**src/rtl/icsb_pkg.sv**
```systemverilog
// Shared types and constants for the IMU / camera sync buffer.
// No dependencies.
`timescale 1ns / 1ps
`default_nettype none
package icsb_pkg;

    localparam int IN_TDATA_W  = 336;
    localparam int OUT_TDATA_W = 304;

    typedef logic [5:0][31:0] t_vec6;

    typedef struct packed {
        logic [31:0] gap;
        t_vec6       vec;
        logic [62:0] stamp;
    } t_imu_entry;

    typedef struct packed {
        logic [15:0] tag;
        logic [62:0] stamp;
    } t_image_entry;

    typedef enum logic [1:0] {
        ACT_PUSH_IMU   = 2'd0,
        ACT_PUSH_IMAGE = 2'd1,
        ACT_FETCH      = 2'd2
    } t_action;

    typedef enum logic [2:0] {
        ST_NOT_READY   = 3'd0,
        ST_WAITING     = 3'd1,
        ST_DROP_NO_IMU = 3'd2,
        ST_DROP_FEW    = 3'd3,
        ST_IMAGE       = 3'd4,
        ST_IMU         = 3'd5,
        ST_INTERP      = 3'd6,
        ST_OVERFLOW    = 3'd7
    } t_status;

    typedef enum logic [3:0] {
        S_IDLE, S_OUT, S_IMU_RD, S_IMU_CMP, S_IMG_RD, S_IMG_CMP,
        S_F_IMG, S_F_FIRST, S_F_LAST, S_POP_RD, S_POP_CMP, S_POP_ADV,
        S_POP_NEXT, S_INTERP, S_INTERP_WAIT
    } t_seq_state;

    typedef enum logic [2:0] {
        D_IDLE, D_DIV, D_MUL, D_ACC, D_DONE
    } t_interp_state;

    typedef struct packed {
        t_status     status;
        logic        last;
        logic [62:0] stamp;
        t_vec6       vec;
        logic [31:0] gap;
        logic [15:0] tag;
    } t_out_item;

    function automatic t_out_item mk_item(input t_status st, input logic last,
                                          input logic [62:0] stamp, input t_vec6 vec,
                                          input logic [31:0] gap, input logic [15:0] tag);
        t_out_item it;
        it.status = st;
        it.last   = last;
        it.stamp  = stamp;
        it.vec    = vec;
        it.gap    = gap;
        it.tag    = tag;
        return it;
    endfunction

    // Widen an unsigned stamp so that it compares against a signed target
    function automatic logic signed [64:0] ext_stamp(input logic [62:0] s);
        return signed'({2'b00, s});
    endfunction

    // Clamp a non-negative difference to 32 bits
    function automatic logic [31:0] sat32(input logic signed [64:0] d);
        if (d[64:32] != 33'd0) begin
            return 32'hFFFF_FFFF;
        end
        return d[31:0];
    endfunction

endpackage
`default_nettype wire

```
**src/rtl/icsb_interp.sv**
```systemverilog
// Interpolation unit: restoring divider for the Q0.16 weight, then one
// shared multiplier blending the six axes in turn. Uses icsb_pkg.
`timescale 1ns / 1ps
`default_nettype none
module icsb_interp
    import icsb_pkg::*;
(
    input  wire logic                i_clk,
    input  wire logic                i_rst_n,
    input  wire logic                i_start,
    output logic                     o_done,
    input  wire logic signed [64:0]  i_target,
    input  wire logic        [62:0]  i_t1,
    input  wire logic        [62:0]  i_t2,
    input  wire t_vec6               i_v1,
    input  wire t_vec6               i_v2,
    output t_vec6                    o_res
);

    t_interp_state r_state, n_state;
    logic [63:0] r_num, n_num;
    logic [62:0] r_den, n_den;
    logic [15:0] r_c2, n_c2;
    logic [3:0]  r_step, n_step;
    logic [2:0]  r_k, n_k;
    logic signed [49:0] r_prod, n_prod;
    t_vec6       r_res, n_res;

    logic [64:0]        sh;
    logic signed [64:0] num0;
    logic signed [32:0] diff;
    logic signed [49:0] rnd;

    // Hold the state register
    always_ff @(posedge i_clk) begin
        if (!i_rst_n) begin
            r_state <= D_IDLE;
        end else begin
            r_state <= n_state;
        end
    end

    // Hold the datapath registers
    always_ff @(posedge i_clk) begin
        r_num  <= n_num;
        r_den  <= n_den;
        r_c2   <= n_c2;
        r_step <= n_step;
        r_k    <= n_k;
        r_prod <= n_prod;
        r_res  <= n_res;
    end

    // Sequence the divide steps and the blend of each axis
    always_comb begin
        n_state = r_state;
        n_num   = r_num;
        n_den   = r_den;
        n_c2    = r_c2;
        n_step  = r_step;
        n_k     = r_k;
        n_prod  = r_prod;
        n_res   = r_res;
        o_done  = 1'b0;
        sh      = {r_num, 1'b0};
        num0    = i_target - ext_stamp(i_t1);
        diff    = signed'({i_v2[r_k][31], i_v2[r_k]}) - signed'({i_v1[r_k][31], i_v1[r_k]});
        rnd     = (r_prod + 50'sd32768) >>> 16;
        unique case (r_state)
            D_IDLE: begin
                if (i_start) begin
                    n_num   = num0[63:0];
                    n_den   = i_t2 - i_t1;
                    n_c2    = '0;
                    n_step  = '0;
                    n_state = D_DIV;
                end
            end
            D_DIV: begin
                // One quotient bit per cycle
                if (sh >= {2'b00, r_den}) begin
                    n_num = 64'(sh - {2'b00, r_den});
                    n_c2  = {r_c2[14:0], 1'b1};
                end else begin
                    n_num = sh[63:0];
                    n_c2  = {r_c2[14:0], 1'b0};
                end
                n_step = r_step + 4'd1;
                if (r_step == 4'd15) begin
                    n_k     = '0;
                    n_state = D_MUL;
                end
            end
            D_MUL: begin
                // weight times the step between the two samples
                n_prod  = signed'({1'b0, r_c2}) * diff;
                n_state = D_ACC;
            end
            D_ACC: begin
                n_res[r_k] = i_v1[r_k] + rnd[31:0];
                n_k        = r_k + 3'd1;
                if (r_k == 3'd5) begin
                    n_state = D_DONE;
                end else begin
                    n_state = D_MUL;
                end
            end
            D_DONE: begin
                o_done  = 1'b1;
                n_state = D_IDLE;
            end
            default: n_state = D_IDLE;
        endcase
    end

    assign o_res = r_res;

endmodule
`default_nettype wire

```
**config.mk**
```make
export PLATFORM = sky130hd
export DESIGN_NAME = icsb_interp
export DESIGN_NICKNAME = d
export VERILOG_FILES = /design/src/rtl/icsb_pkg.sv /design/src/rtl/icsb_interp.sv
export SDC_FILE = /design/constraint.sdc
export NUM_CORES = 2
export LEC_CHECK = 0
export ABC_AREA = 1
export BUFFER_PORTS_ARGS = -buffer_cell sky130_fd_sc_hd__buf_2
export CORE_UTILIZATION = 50
export CTS_CLUSTER_SIZE = 24
export DETAILED_ROUTE_END_ITERATION = 7
export HOLD_SLACK_MARGIN = 0.02
export PLACE_DENSITY_LB_ADDON = 0.2
export SYNTH_ARGS = -nofsm -noshare
export SYNTH_HDL_FRONTEND = slang
export SYNTH_SLANG_ARGS = --single-unit
```
**constraint.sdc**
```tcl
create_clock -name i_clk -period 11.6 [get_ports i_clk]
set_input_delay 0.58 -clock i_clk [delete_from_list [all_inputs] [get_ports i_clk]]
set_output_delay 0.58 -clock i_clk [all_outputs]
set_load 0.005 [all_outputs]
```
==> summary.txt <==
Syn Std Cell Area -> 0.0554 mm²
Number of nets still failing antenna checks after routing -> 0
RSZ-0062 raised after global routing -> no
Share of async-settable or async-resettable flops after synthesis -> 0%
TritonCTS clock tree -> yes
Detailed Routing Iterations Pass 1 -> 8
Launch point of the worst hold path -> i_start
Count of cell types in the netlist -> 67
Worst stage delay on the critical path -> 660 ps
Slowest library cell on the worst path -> sky130_fd_sc_hd__inv_2
Number of DRC violations after detailed-routing iteration 0 -> 8285
H-tree depth reported by CTS -> 2
Residual DRC -> 5
Detailed placement HPWL -> 210000 µm
Worst reg2reg startpoint -> r_k[2]
CTS Root Cell -> sky130_fd_sc_hd__clkbuf_16
Syn nets -> 9341
Overall overflow remaining after global route -> 0
Maximum buffer depth of the clock tree -> 3
Dominant cell by count in the synthesized netlist -> sky130_fd_sc_hd__nand2_1
Stages on the worst setup path -> 33
Register-to-Register Path Depth -> 33
Detailed-route vias per instance -> 5.70
Count of synthesis-stage warnings from yosys -> 0
Setup TNS after final layout -> 0 ps
Number of top-level design ports -> 771
Synthesized area divided by synthesized cell count -> 7.01 µm²
Overall track demand over capacity in global routing -> 42.9%
Vias in the first global route -> 54500
Routed length per placed instance -> 24.3 µm
Slew headroom -> -9.58%
Fraction of synthesized cell area in xor and xnor cells -> 3.26%
Number of buffers created by CTS -> 41
Transition time at the pin with the least slew margin -> 1640 ps
Number of enable-type register cells in the synthesized netlist -> 375
Most used DFF post-synth -> sky130_fd_sc_hd__edfxtp_1
Buffer and inverter count on the worst path -> 5
Global-route wire length before repair -> 351000 µm
Width of the die -> 335 µm
Hold worst-path end -> r_state[0]
Port Buffers -> 769
Effective utilization at floorplan -> 50.6%
Clock skew after layout -> 35.0 ps
Worst-case register-to-register setup slack -> 1050 ps
Core Footprint -> 0.109 mm²
Synthesized-area fraction occupied by and/or/nand/nor cells -> 27.5%
Max-slew violation count -> 9
Total of cells resized after clock tree synthesis -> 0
Hold path cells -> 3
HP Class -> primary input to flip-flop
Final layout net count -> 10000
Synthesized instance count -> 7907
Share of the synthesized area in the top cell type -> 20.3%
Vertical die dimension -> 335 µm
CTS sink cnt -> 378
Outcome -> finished, violations left
Violated checks -> DRC, capacitance limit, slew limit
Pin count of the biggest net entering global routing -> 157
Largest family of logic cells by synthesized area -> simple AND/OR/NAND/NOR gates
Post-layout min period -> 10550 ps
Hold buffer count at cts -> 0
Clock-pin transition on the worst setup and hold timing paths -> 60 ps
Sum of routed wire length over all layers -> 246000 µm
Post-CTS setup buffers -> 0
Cell repeated most along the worst path -> sky130_fd_sc_hd__fa_1
Critical path class -> flip-flop to flip-flop
Max Clk Rate -> 94.8 MHz
Sequential element share of the synthesized area -> 20.4%
Clock latency reported for the late side of the worst-skew pair -> 620 ps
Largest area contributor in the synthesized netlist -> sky130_fd_sc_hd__edfxtp_1
Area of the multi-input gates -> 0.0371 mm²
Relative area change from synthesis to final layout -> 12.5%
Worst flop-to-flop path endpoint -> r_prod[37]
Total count of hold-check failures in the final report -> 0
Critical path peak fanout -> 34
Worst endpoint data arrival time -> 10860 ps
Initial antenna violation count -> 18
Vias after detailed routing -> 57800
Core Rows -> 121
Worst Setup Start Kind -> flip-flop
Synth Register Bits -> 378
Main area contributors after synthesis -> sky130_fd_sc_hd__edfxtp_1 20%, sky130_fd_sc_hd__fa_1 18%, sky130_fd_sc_hd__nand2_1 12%, sky130_fd_sc_hd__inv_1 11%, sky130_fd_sc_hd__ha_1 8.3%
Fraction of layout cells with a size suffix above 1 -> 12.6%
Global placer's final weighted congestion -> 1.06
Dominant delay contributor by cell family on the critical path -> adder cells
Sequential standard cell area -> 0.0113 mm²
# setup viols final -> 0
Filler Cell Count -> 10700
Area fraction in compound gates after synthesis -> 10.0%
Post-route clock period utilization -> 90.9%
Post-synth top cells -> 1742 x sky130_fd_sc_hd__nand2_1, 1650 x sky130_fd_sc_hd__inv_1, 1001 x sky130_fd_sc_hd__nor2_1
CP Data Required Time -> 11910 ps
Share of synthesized cell area in full adder, half adder and majority cells -> 25.9%
Max-Cap Viols -> 4
Multiplexer share of the synthesized area -> 0%
Critical Path Sink Type -> flip-flop
Total Die Area -> 0.112 mm²
state kept, by name, summed over array words and instances (netlist names):
name	cells
o_res	192
r_c2	16
r_den	63
r_k	3
r_num	64
r_prod	33
r_state	3
r_step	4
layout by cell type (no fill, tap or decap), types with 16 or more instances in the layout:
master                      instances
sky130_fd_sc_hd__a21boi_0          16
sky130_fd_sc_hd__a21o_1            25
sky130_fd_sc_hd__a21oi_1          377
sky130_fd_sc_hd__a31oi_1           51
sky130_fd_sc_hd__buf_2            769
sky130_fd_sc_hd__buf_4             61
sky130_fd_sc_hd__clkbuf_16         41
sky130_fd_sc_hd__edfxtp_1         375
sky130_fd_sc_hd__fa_1             488
sky130_fd_sc_hd__ha_1             368
sky130_fd_sc_hd__inv_1           1650
sky130_fd_sc_hd__inv_2             18
sky130_fd_sc_hd__nand2_1         1741
sky130_fd_sc_hd__nand2_2           27
sky130_fd_sc_hd__nand3_1          513
sky130_fd_sc_hd__nand3_2           18
sky130_fd_sc_hd__nand4_1           70
sky130_fd_sc_hd__nor2_1           998
sky130_fd_sc_hd__nor2_2            24
sky130_fd_sc_hd__nor3_1            50
sky130_fd_sc_hd__nor4_1            37
sky130_fd_sc_hd__o21a_1            16
sky130_fd_sc_hd__o21ai_0          375
sky130_fd_sc_hd__o21bai_1          35
sky130_fd_sc_hd__o221ai_1          31
sky130_fd_sc_hd__o22ai_1           32
sky130_fd_sc_hd__or2_1             22
sky130_fd_sc_hd__or2_2             59
sky130_fd_sc_hd__xnor2_1           66
sky130_fd_sc_hd__xor2_1           133
tightest hold or removal path: stages:
cell and delay [ps]:
sky130_fd_sc_hd__buf_2 90, sky130_fd_sc_hd__nor2_1 60, sky130_fd_sc_hd__nor3_1 170
routing by layer:
layer | global-route usage [%] | vias up | wire length, µm
met3 | 16.8 | 555 | 35600
li1 | - | 26200 | -
met5 | 2.82 | - | 292
met4 | 18.1 | 14 | 12200
met2 | 60.6 | 3514 | 99300
met1 | 57.6 | 27400 | 98400
kinds of logic (layout without fill, tap and decap cells):
logic type / Yosys count / in the layout
AO/OA/AOI/OAI: 1000 / 1000
buffers and inverters: 1852 / 2586
XOR/XNOR: 202 / 202
AND/OR/NAND/NOR: 3619 / 3619
flip-flops: 378 / 378
other: 0 / 14
adder cells (fa/ha/maj): 856 / 856
worst max path at each step:
stage | from | end | slack (ps)
after floorplan | r_k[0] | r_prod[47] | 2920
after global placement | r_k[2] | r_prod[47] | 1510
after detailed placement | r_k[2] | r_prod[47] | 1320
after CTS | r_k[2] | r_prod[47] | 1310
after global routing | r_k[2] | r_prod[47] | 710
final | r_k[2] | r_prod[37] | 1050
metrics by stage:
stage | cells | cell area [µm²] | hold slack [ps] | util, % | setup slack [ps]
6_report | 10100 | 62400 | 371 | 57.0 | 1050
5_1_grt | 10100 | 62300 | 409 | 57.0 | 712
4_1_cts | 10100 | 62300 | 348 | 56.9 | 1310
3_5_place_dp | 10000 | 60900 | 591 | 55.7 | 1320
3_3_place_gp | 10000 | 60900 | 579 | 55.7 | 1510
2_1_floorplan | 7907 | 55400 | 469 | - | 2920
layout make-up:
class | instances | share of cell area [%]
inverters | 1677 | 10.1
diodes | 14 | 0.0562
repair buffers | 833 | 7.00
clock inverters | 32 | 0.574
clock buffers | 44 | 1.66
well taps | 1476 | 2.96
flip-flops and latches | 378 | 18.2
multi-input cells | 5677 | 59.5
Power is left out: the tool's default activity adds up to more than one toggle a clock period on the data nets, which glitch-free logic cannot reach.
