===== config.mk =====
export PLATFORM = sky130hd
export DESIGN_NAME = icsb_ram
export DESIGN_NICKNAME = d
export VERILOG_FILES = /design/src/rtl/icsb_ram.sv
export SDC_FILE = /design/constraint.sdc
export NUM_CORES = 1
export LEC_CHECK = 0
export ABC_AREA = 1
export ABC_CLOCK_PERIOD_IN_PS = 1300
export BUFFER_PORTS_ARGS = -buffer_cell sky130_fd_sc_hd__buf_2
export CELL_PAD_IN_SITES_DETAIL_PLACEMENT = 0
export CELL_PAD_IN_SITES_GLOBAL_PLACEMENT = 1
export CORE_ASPECT_RATIO = 1.4
export CORE_UTILIZATION = 43
export CTS_CLUSTER_DIAMETER = 80
export DETAILED_ROUTE_END_ITERATION = 10
export GPL_TIMING_DRIVEN = 0
export PLACE_DENSITY = 0.86
export REMOVE_ABC_BUFFERS = 1
export SYNTH_ARGS = -nofsm -noshare
export SYNTH_HDL_FRONTEND = slang
export SYNTH_SLANG_ARGS = --single-unit
export TNS_END_PERCENT = 30

===== constraint.sdc =====
create_clock -name i_clk -period 1.3 [get_ports i_clk]
set_input_delay 0.13 -clock i_clk [delete_from_list [all_inputs] [get_ports i_clk]]
set_output_delay 0.13 -clock i_clk [all_outputs]
set_load 0.05 [all_outputs]

===== src/rtl/icsb_ram.sv =====
// Generic single-write, single-read RAM with registered read data.
// No dependencies.
`timescale 1ns / 1ps
`default_nettype none
module icsb_ram #(
    parameter int WIDTH = 8,
    parameter int DEPTH = 4
) (
    input  wire logic                     i_clk,
    input  wire logic                     i_we,
    input  wire logic [$clog2(DEPTH)-1:0] i_waddr,
    input  wire logic [WIDTH-1:0]         i_wdata,
    input  wire logic [$clog2(DEPTH)-1:0] i_raddr,
    output logic      [WIDTH-1:0]         o_rdata
);

    logic [WIDTH-1:0] r_mem [DEPTH];

    // Write port and registered read port
    always_ff @(posedge i_clk) begin
        if (i_we) begin
            r_mem[i_waddr] <= i_wdata;
        end
        o_rdata <= r_mem[i_raddr];
    end

endmodule
`default_nettype wire


==> results.md, run 1 <==
* Synth warn at 0
* RSZ-0062 raised after global routing: no
* Reg2reg end: o_rdata[0]
* Hpwl dp at 1670 microns
* Met1 Track Usage GR at 13.6%
* Final #Nets at 179
* Yosys cell types at 10
* Final min period at 1.04 ns
* R2R depth at 4
* CTS root buf: clkbuf_8
* Synth Instances at 141
* Combinational share of power at 10.2%
* Pin count of the biggest net entering global routing at 18
* Congestion Overflow GR at 0
* Clk_lat worst skew at 0.28 ns
* Setup violators final at 0
* DR pass1 iterations at 5
* Worst Hold Class: input pin to flop
* Clk sink count at 40
* Crit Path Category: input pin to flop
* GR Layer Usage met2 at 29.3%
* Cells on Worst Hold Path at 1
* Post-CTS Setup Inserts at 0
* Via density per instance at 4.59
* Initial core utilization at 45.4%
* Core Util, Final at 51.9%
* Pre-CTS WS at -0.458 ns
* Die area at 3850 sq um
* Clk slew on worst S/H paths at 0.07 ns
* Critical Path Start Type: input pin
* Initial antenna violation count at 0
* Crit-path max FO at 8
* I/O pins at 22
* Fin. max-slew vios at 0
* Flop pwr share at 59.3%
* First-pass GRT wire length at 4000 microns
* Leakage Power at 0.000827 uW
* Net Sw Frac at 23.6%
* Multi-input logic area at 270 sq um
* Syn avg cell area at 11.0 sq um
* Die Y at 73.0 microns
* Status: completed
* DR WL/cell at 11.9 microns
* R2r setup slk at 0.57 ns
* Diode count at 0
* NetSw at 586 uW
* Busiest grt layer: met2
* Critical Path End Type: flop
* P&R area growth vs syn at 14.3%
* Detailed Route WL at 2460 microns
* Setup ws final at 0.260 ns
* Cell Pwr Density at 1400 nW/um^2
* Fin crit share at 80.0%
* RePlAce Congestion at 0.667
* Internal cell power at 1900 uW
* Antenna-violating nets left at 0
* Worst EP arrival at 0.95 ns
* Gr usage total at 15.7%
* Synth Cell Area at 1550 sq um
* Slew HR at 49.9%
* DRC errors left at 0
* Sequential element share of the synthesized area at 72.4%
* Sequential cell area at 1120 sq um
* H-tree depth at 2
* Synth Register Bits at 40
* Vias in the first global route at 942
* Required @ worst endpoint at 1.21 ns
* # port buffers at 21
* CORE AREA at 3410 sq um
* Via Count at 946
* VDD IR-drop max at 0.855 mV
* Grt met3 use at 5.63%
* Worst min-delay path startpoint: i_wdata[6]
* Final-report hold violation count at 0
* Layout cells sized above 1 at 19.3%
* Worst setup startpoint: i_waddr[0]
* Post-CTS sizing at 4
* Clock power share at 30.4%
* CTS tree: yes
* R2r startpoint: r_mem[1][0]
* Die X at 52.7 microns
* TritonCTS buffer count at 5
* Standard-cell rows at 25
* Count of hold-fix buffers inserted at cts at 0
* Final clock skew at 0.00595 ns
* Clk buf depth at 2
* Fmax at 0.961 GHz
* Max Cap Viol at 0
* Initial drt markers at 22
* Total power at 2480 uW
* Fill count at 295
* Hold EP: r_mem[0][6]
* Worst Tran Pin Value at 0.747 ns
logic make-up (layout without fill, tap and decap cells):
family / Yosys count / after routing / synth area share (%)
buf+inv: 41 / 66 / 11.4
simple gates: 60 / 60 / 16.2
flops: 40 / 40 / 72.4
worst max-delay path by stage:
| stage | slack [ns] | cells past startpoint | endpoint |
|---|---|---|---|
| 3_3_place_gp | -0.39 | 3 | r_mem[3][4] |
| 5_1_grt | 0.16 | 3 | r_mem[3][5] |
| 6_report | 0.26 | 3 | r_mem[3][5] |
| 2_1_floorplan | 0.11 | 2 | r_mem[3][0] |
| 4_1_cts | 0.24 | 3 | r_mem[3][5] |
| 3_5_place_dp | -0.46 | 3 | r_mem[3][4] |
critical path, stage by stage:
cell and delay, ns:
buf_2 0.11, inv_1 0.07, nor3_2 0.63
cells in the mapped netlist:
master | n | area [sq um]
buf_6 | 2 | 22.5
inv_1 | 36 | 135
nand3_1 | 16 | 80.1
nand2_1 | 40 | 150
inv_4 | 1 | 6.26
buf_2 | 1 | 5.00
edfxtp_1 | 32 | 961
buf_4 | 1 | 7.51
nor3_1 | 4 | 20.0
dfxtp_1 | 8 | 160
through the flow:
stage	setup TNS [ns]	std cells	hold WS (ns)	area, sq um
3_3_place_gp	-12.10	198	0.338	1670
4_1_cts	0	206	0.0478	1770
5_1_grt	0	206	0.0478	1770
3_5_place_dp	-12.42	198	0.349	1670
6_report	0	206	0.0558	1770
2_1_floorplan	0	137	0.229	1510
layout by cell type (no fill, tap or decap):
master and instances:
clkbuf_1 2, inv_4 1, nand3_1 16, buf_2 21, nand2_1 40, nor3_2 4, inv_1 36, edfxtp_1 32
clkinv_2 1, dfxtp_1 8, clkbuf_8 5
power by group through the flow:
stage | combinational, uW | sequential [uW] | clock, uW
global route | 278 | 1480 | 828
floorplan | 80.3 | 1590 | 0
global placement | 243 | 1500 | 0
detailed placement | 252 | 1500 | 0
finish | 255 | 1470 | 757
CTS | 258 | 1470 | 780
registers in the layout, summed over array words and instances, names as in the netlist:
| name | cells |
|---|---|
| r_mem | 32 |
| o_rdata | 8 |
metal layers:
| metal | routed length (microns) | up-vias | share of wire [%] |
|---|---|---|---|
| met3 | 124 | 5 | 5.0 |
| li1 | - | 481 | - |
| met5 | 0 | - | 0 |
| met1 | 900 | 436 | 37 |
| met2 | 1390 | 24 | 57 |
| met4 | 44 | 0 | 1.8 |
final cells by class:
class | count | area share, %
inverters | 37 | 7.99
repair buffers | 21 | 5.94
multi-input cells | 60 | 15.3
well taps | 40 | 2.83
clock buffers | 7 | 4.31
clock inverters | 1 | 0.283
flip-flops and latches | 40 | 63.4
(Power assumes the default switching activity.)
==> run 2: changes to the inputs <==
--- a/config.mk
+++ b/config.mk
@@ -6,16 +6,16 @@
 export NUM_CORES = 1
 export LEC_CHECK = 0
 export ABC_AREA = 1
-export ABC_CLOCK_PERIOD_IN_PS = 1300
+export ABC_CLOCK_PERIOD_IN_PS = 850
 export BUFFER_PORTS_ARGS = -buffer_cell sky130_fd_sc_hd__buf_2
 export CELL_PAD_IN_SITES_DETAIL_PLACEMENT = 0
 export CELL_PAD_IN_SITES_GLOBAL_PLACEMENT = 1
 export CORE_ASPECT_RATIO = 1.4
-export CORE_UTILIZATION = 43
+export CORE_UTILIZATION = 39
 export CTS_CLUSTER_DIAMETER = 80
 export DETAILED_ROUTE_END_ITERATION = 10
 export GPL_TIMING_DRIVEN = 0
-export PLACE_DENSITY = 0.86
+export PLACE_DENSITY = 0.83
 export REMOVE_ABC_BUFFERS = 1
 export SYNTH_ARGS = -nofsm -noshare
 export SYNTH_HDL_FRONTEND = slang
==> constraint.sdc (replaced) <==
create_clock -name i_clk -period 0.85 [get_ports i_clk]
set_input_delay 0.085 -clock i_clk [delete_from_list [all_inputs] [get_ports i_clk]]
set_output_delay 0.085 -clock i_clk [all_outputs]
set_load 0.05 [all_outputs]
==> results.md, run 2 (synthesis gave the netlist of run 1 again) <==
* Buf/Inv on CP at 1 (-1)
* CORE AREA at 3710 sq um (+8.8%)
* Final min period at 0.851 ns
* CP max-delay cell: dfxtp_2
* Detailed Route WL at 2640 microns (+7.3%)
* Fin. max-slew vios at 0 (unchanged)
* Max reg flops at 32 (unchanged)
* Via Count at 981 (+3.7%)
* Cell Pwr Density at 2060 nW/um^2 (+47%)
* CTS tree: yes
* RePlAce Congestion at 0.635 (-4.7%)
* Final #Nets at 182 (+1.7%)
* Vias in the first global route at 992 (+5.3%)
* Diode count at 0 (unchanged)
* Final clock skew at 0.00997 ns (+0.00402 ns)
* Initial core utilization at 41.7% (-3.7 points)
* Pin count of the biggest net entering global routing at 18 (unchanged)
* Hpwl dp at 1750 microns (+4.8%)
* DR pass1 iterations at 4 (-1)
* P&R area growth vs syn at 23.4%
* Pre-CTS WS at -0.859 ns (-0.401 ns)
* Most frequent cells in the layout: nand2_1 (40), inv_1 (35), edfxtp_1 (32)
* I/O pins at 22 (unchanged)
* Leakage Power at 0.000877 uW (+6.1%)
* Layout cells sized above 1 at 26.0% (+6.8 points)
* Max Cap Viol at 0 (unchanged)
* Congestion Overflow GR at 0 (unchanged)
* Hold WS at 0.00718 ns (-0.0486 ns)
* Gr usage total at 13.3% (-2.4 points)
* RSZ-0062 raised after global routing: yes
* CTS root buf: clkbuf_8
* Crit Path Category: flop to output port
* Status: complete, but fails checks
* First-pass GRT wire length at 4110 microns (+2.6%)
* Die X at 55.2 microns (+4.8%)
* Critical Path End Type: output port
* Count of hold-fix buffers inserted at cts at 0 (unchanged)
* Worst Hold Class: input pin to flop
* # port buffers at 21 (unchanged)
* Core Util, Final at 51.5% (-0.41 points)
* Required @ worst endpoint at 0.76 ns (-0.45 ns)
* Leading cell type in the layout, fill and taps excluded: nand2_1
* Clk slew on worst S/H paths at 0.08 ns (about the same)
* Dpl cells at 200 (+1.0%)
* Slew HR at 66.8% (+17 points)
* DRC errors left at 0 (unchanged)
* Worst Tran Pin Value at 0.496 ns (-0.252 ns)
* Setup TNS at -0.00137 ns (-0.00137 ns)
* CP delay by family, top: flip-flops
* VDD IR-drop max at 1.25 mV (+46%)
* Biggest regs: r_mem (32), o_rdata (8)
* Fill count at 340 (+15%)
* Biggest register: r_mem
* Via density per instance at 4.65 (+1.2%)
* TritonCTS buffer count at 5 (unchanged)
* Fmax at 1.17 GHz
* Standard-cell rows at 26 (+4.0%)
* Initial drt markers at 33 (+50%)
* Clk sink count at 40 (unchanged)
* H-tree depth at 2 (unchanged)
* CP max stage delay at 0.33 ns (-0.30 ns)
* Setup violators final at 1 (+1)
* Die area at 4230 sq um (+9.9%)
* Finished Layout Cells at 211 (+2.4%)
* Failing checks: negative setup slack
* Initial antenna violation count at 0 (unchanged)
* Clk buf depth at 2 (unchanged)
* Worst EP arrival at 0.77 ns (-0.18 ns)
* Fin crit share at 100%
* Critical Path Start Type: flop
* Setup ws final at -0.00137 ns (-0.261 ns)
* Clk_lat worst skew at 0.29 ns (about the same)
* Die Y at 76.5 microns (+4.9%)
* DR WL/cell at 12.5 microns (+4.7%)
* Crit-path max FO at 1 (-7)
* Antenna-violating nets left at 0 (unchanged)
* Crit-path cells: buf_6
* Final-report hold violation count at 0 (unchanged)
==> run 2: path summary, 6_finish.rpt <==
check               from     endpoint  slack [ns]  cells past startpoint
max           o_rdata[2]   o_rdata[2]      -0.001                      1
min reg2reg  r_mem[0][7]   o_rdata[7]        0.53                      4
min           i_wdata[3]  r_mem[0][3]       0.007                      1
max reg2reg  r_mem[3][6]   o_rdata[6]        0.11                      4
==> run 2: stage by stage <==
step / area [sq um] / power (uW)
final: 1910 / 3930
after global placement: 1670 / 2670
after detailed placement: 1670 / 2690
after floorplan: 1510 / 2550
after CTS: 1840 / 3900
after global routing: 1910 / 4070
==> run 2: where the power goes <==
| group | leakage [uW] | switching [uW] | internal (uW) |
|---|---|---|---|
| clock | 0.0000422 | 599 | 575 |
| combinational | 0.000473 | 307 | 172 |
| sequential | 0.000362 | 37.6 | 2240 |
| total | 0.000877 | 944 | 2990 |
==> run 2: repair_timing <==
action,in CTS,in global routing
gates cloned,0,0
setup endpoints to repair,40,40
setup buffers,0,3
endpoints found under the hold margin,0,0
resized for setup,28,11
pin swaps,0,1
==> run 2: layout make-up <==
class	count	area (sq um)	share of cell area [%]
flip-flops and latches	40	1130	59.2
clock buffers	7	76.3	4.00
inverters	37	141	7.41
multi-input cells	60	295	15.5
clock inverters	1	5.00	0.262
well taps	42	52.6	2.75
repair buffers	24	208	10.9
==> run 2: metal layers <==
metal  track usage (%)  vias up  part of all wire [%]
li1                  -      488                     -
met1              10.6      469                    35
met2              27.3       19                    59
met3              4.75        5                   4.1
met4              5.25        0                   1.8
met5                 0        -                     0
==> run 3: changes to the inputs <==
--- a/config.mk
+++ b/config.mk
@@ -16,7 +16,6 @@
 export DETAILED_ROUTE_END_ITERATION = 10
 export GPL_TIMING_DRIVEN = 0
 export PLACE_DENSITY = 0.83
-export REMOVE_ABC_BUFFERS = 1
 export SYNTH_ARGS = -nofsm -noshare
 export SYNTH_HDL_FRONTEND = slang
 export SYNTH_SLANG_ARGS = --single-unit
==> results.md, run 3 (synthesis gave the netlist of run 1 again) <==
* Die area at 4230 sq um (unchanged)
* Failing checks: negative setup slack
* Buf/Inv on CP at 2 (+1)
* CP delay by family, top: simple AND/OR/NAND/NOR gates
* # port buffers at 19 (-9.5%)
* Gr usage total at 14.0% (+0.70 points)
* Via Count at 982 (+0.10%)
* Worst Hold Class: input pin to flop
* R2R depth at 4 (unchanged)
* Max Cap Viol at 0 (unchanged)
* Initial drt markers at 20 (-39%)
* Clk_lat worst skew at 0.30 ns (about the same)
* Leading cell type in the layout, fill and taps excluded: nand2_1
* Setup TNS at -1.35 ns (-1.34 ns)
* Hold EP: r_mem[3][7]
* VDD IR-drop max at 1.35 mV (+8.0%)
* Crit-path max FO at 8 (+7)
* RSZ-0062 raised after global routing: yes
* Met2 WL at 1320 microns (-15%)
* Crit-path cells: buf_2 -> inv_1 -> nor3_2
* Clk buf depth at 2 (unchanged)
* Cell Pwr Density at 2070 nW/um^2 (+0.34%)
* Final min period at 0.927 ns (+0.0754 ns)
* Final #Nets at 186 (+2.2%)
* Setup ws final at -0.0768 ns (-0.0754 ns)
* I/O pins at 22 (unchanged)
* Most frequent cells in the layout: nand2_1 (40), inv_1 (36), edfxtp_1 (32)
* Worst EP arrival at 0.85 ns (+0.08 ns)
* Required @ worst endpoint at 0.78 ns (+0.02 ns)
* Clk slew on worst S/H paths at 0.08 ns (about the same)
* Congestion Overflow GR at 0 (unchanged)
* Fmax at 1.08 GHz (-8.1%)
* Status: complete, but fails checks
* Setup violators final at 32 (+31)
* Net Count, Synth at 155
* CTS tree: yes
* Final clock skew at 0.0100 ns (+0.0000462 ns)
* Initial antenna violation count at 0 (unchanged)
* TritonCTS buffer count at 5 (unchanged)
* R2r setup slk at 0.10 ns (about the same)
* Initial core utilization at 41.7% (unchanged)
* CP max stage delay at 0.58 ns (+0.25 ns)
* Standard-cell rows at 26 (unchanged)
* Vias in the first global route at 1026 (+3.4%)
* Critical Path End Type: flop
* Biggest regs: r_mem (32), o_rdata (8)
* Antenna-violating nets left at 0 (unchanged)
* Top Layer Used: met4
* Layout cells sized above 1 at 24.9% (-1.2 points)
* Post-Route M1 WL at 970 microns (+5.7%)
* Hpwl dp at 1840 microns (+5.3%)
* Diode count at 0 (unchanged)
* RePlAce Congestion at 0.851 (+34%)
* DRC errors left at 0 (unchanged)
* R2r startpoint: r_mem[1][2]
* Fin crit share at 109% (+8.9 points)
* Worst Tran Pin Value at 0.687 ns (+0.191 ns)
* Slew HR at 53.9% (-13 points)
* Leakage Power at 0.000880 uW (+0.38%)
* Die X at 55.2 microns (unchanged)
* Worst min-delay path startpoint: i_wdata[7]
* CP max-delay cell: nor3_2
* Met3 Wirelength at 115 microns (+5.5%)
* Final-report hold violation count at 0 (unchanged)
* Reg2reg end: o_rdata[2]
* Biggest register: r_mem
* Critical Path Start Type: input pin
* Die Y at 76.5 microns (unchanged)
* Total power at 3980 uW (+1.2%)
* Max reg flops at 32 (unchanged)
* Clk sink count at 40 (unchanged)
* Via density per instance at 4.57 (-1.8%)
* Detailed Route WL at 2500 microns (-5.3%)
* CORE AREA at 3710 sq um (unchanged)
* First-pass GRT wire length at 4470 microns (+8.9%)
* DR WL/cell at 11.6 microns (-7.0%)
* DR pass1 iterations at 4 (unchanged)
* P&R area growth vs syn at 24.4%
* Crit Path Category: input pin to flop
* CTS root buf: clkbuf_8
* Cells on Worst Hold Path at 1 (unchanged)
* Pin count of the biggest net entering global routing at 14 (-4)
* Fin. max-slew vios at 0 (unchanged)
* H-tree depth at 2 (unchanged)
[run 3: cell count changes in the layout (fill, tap and decap cells not counted), sizes merged]
| cell | previous run | this run |
|---|---|---|
| dlygate4sd3 | 0 | 5 |
| buf | 24 | 23 |
| clkbuf | 7 | 6 |
| clkinvlp | 0 | 1 |
[run 3: cell type report]
cell class | count | area [sq um]
multi-input combinational | 60 | 270
buffer | 4 | 35.0
inverter | 37 | 141
timing repair buffer | 24 | 206
clock inverter | 2 | 16.3
tap | 42 | 52.6
clock buffer | 6 | 72.6
fill | 353 | 1780
sequential | 40 | 1130
[run 3: where the power goes]
part / switching (uW) / internal [uW]
Combinational: 294 / 178
Sequential: 39.0 / 2240
Clock: 645 / 583
[run 3: metrics by stage]
stage          instances  worst slack, ns  instance area (sq um)  hold slack (ns)  util [%]
4_1_cts              215           -0.108                   1920          0.00154      51.7
6_report             215          -0.0768                   1930          0.00877      51.9
3_3_place_gp         202           -0.388                   1720            0.293      46.3
3_5_place_dp         202           -0.427                   1720            0.302      46.3
5_1_grt              215           -0.188                   1930          0.00449      51.9
2_1_floorplan        141          -0.0734                   1570            0.184         -
[run 3: timing repair]
action | 4_1_cts | 5_1_grt
resized for setup | 25 | 2
endpoints found under the hold margin | 18 | 0
setup endpoints to repair | 40 | 40
setup buffers | 0 | 0
hold buffers | 5 | 0
[run 3: how the worst max path moves through the flow]
| stage | start | cells past startpoint | to | slack, ns |
|---|---|---|---|---|
| 4_1_cts | i_waddr[0] | 3 | r_mem[3][0] | -0.11 |
| 6_report | i_waddr[0] | 3 | r_mem[3][0] | -0.08 |
| 3_3_place_gp | i_waddr[0] | 3 | r_mem[3][6] | -0.39 |
| 3_5_place_dp | i_waddr[1] | 3 | r_mem[2][1] | -0.43 |
| 2_1_floorplan | i_waddr[0] | 2 | r_mem[3][0] | -0.07 |
| 5_1_grt | i_waddr[0] | 3 | r_mem[1][5] | -0.19 |
[run 3: layer usage]
metal  vias up  global-route usage (%)
met5         -                       0
met4         0                    10.0
met3         9                    5.09
met2        28                    23.7
met1       447                    13.8
li1        498                       -
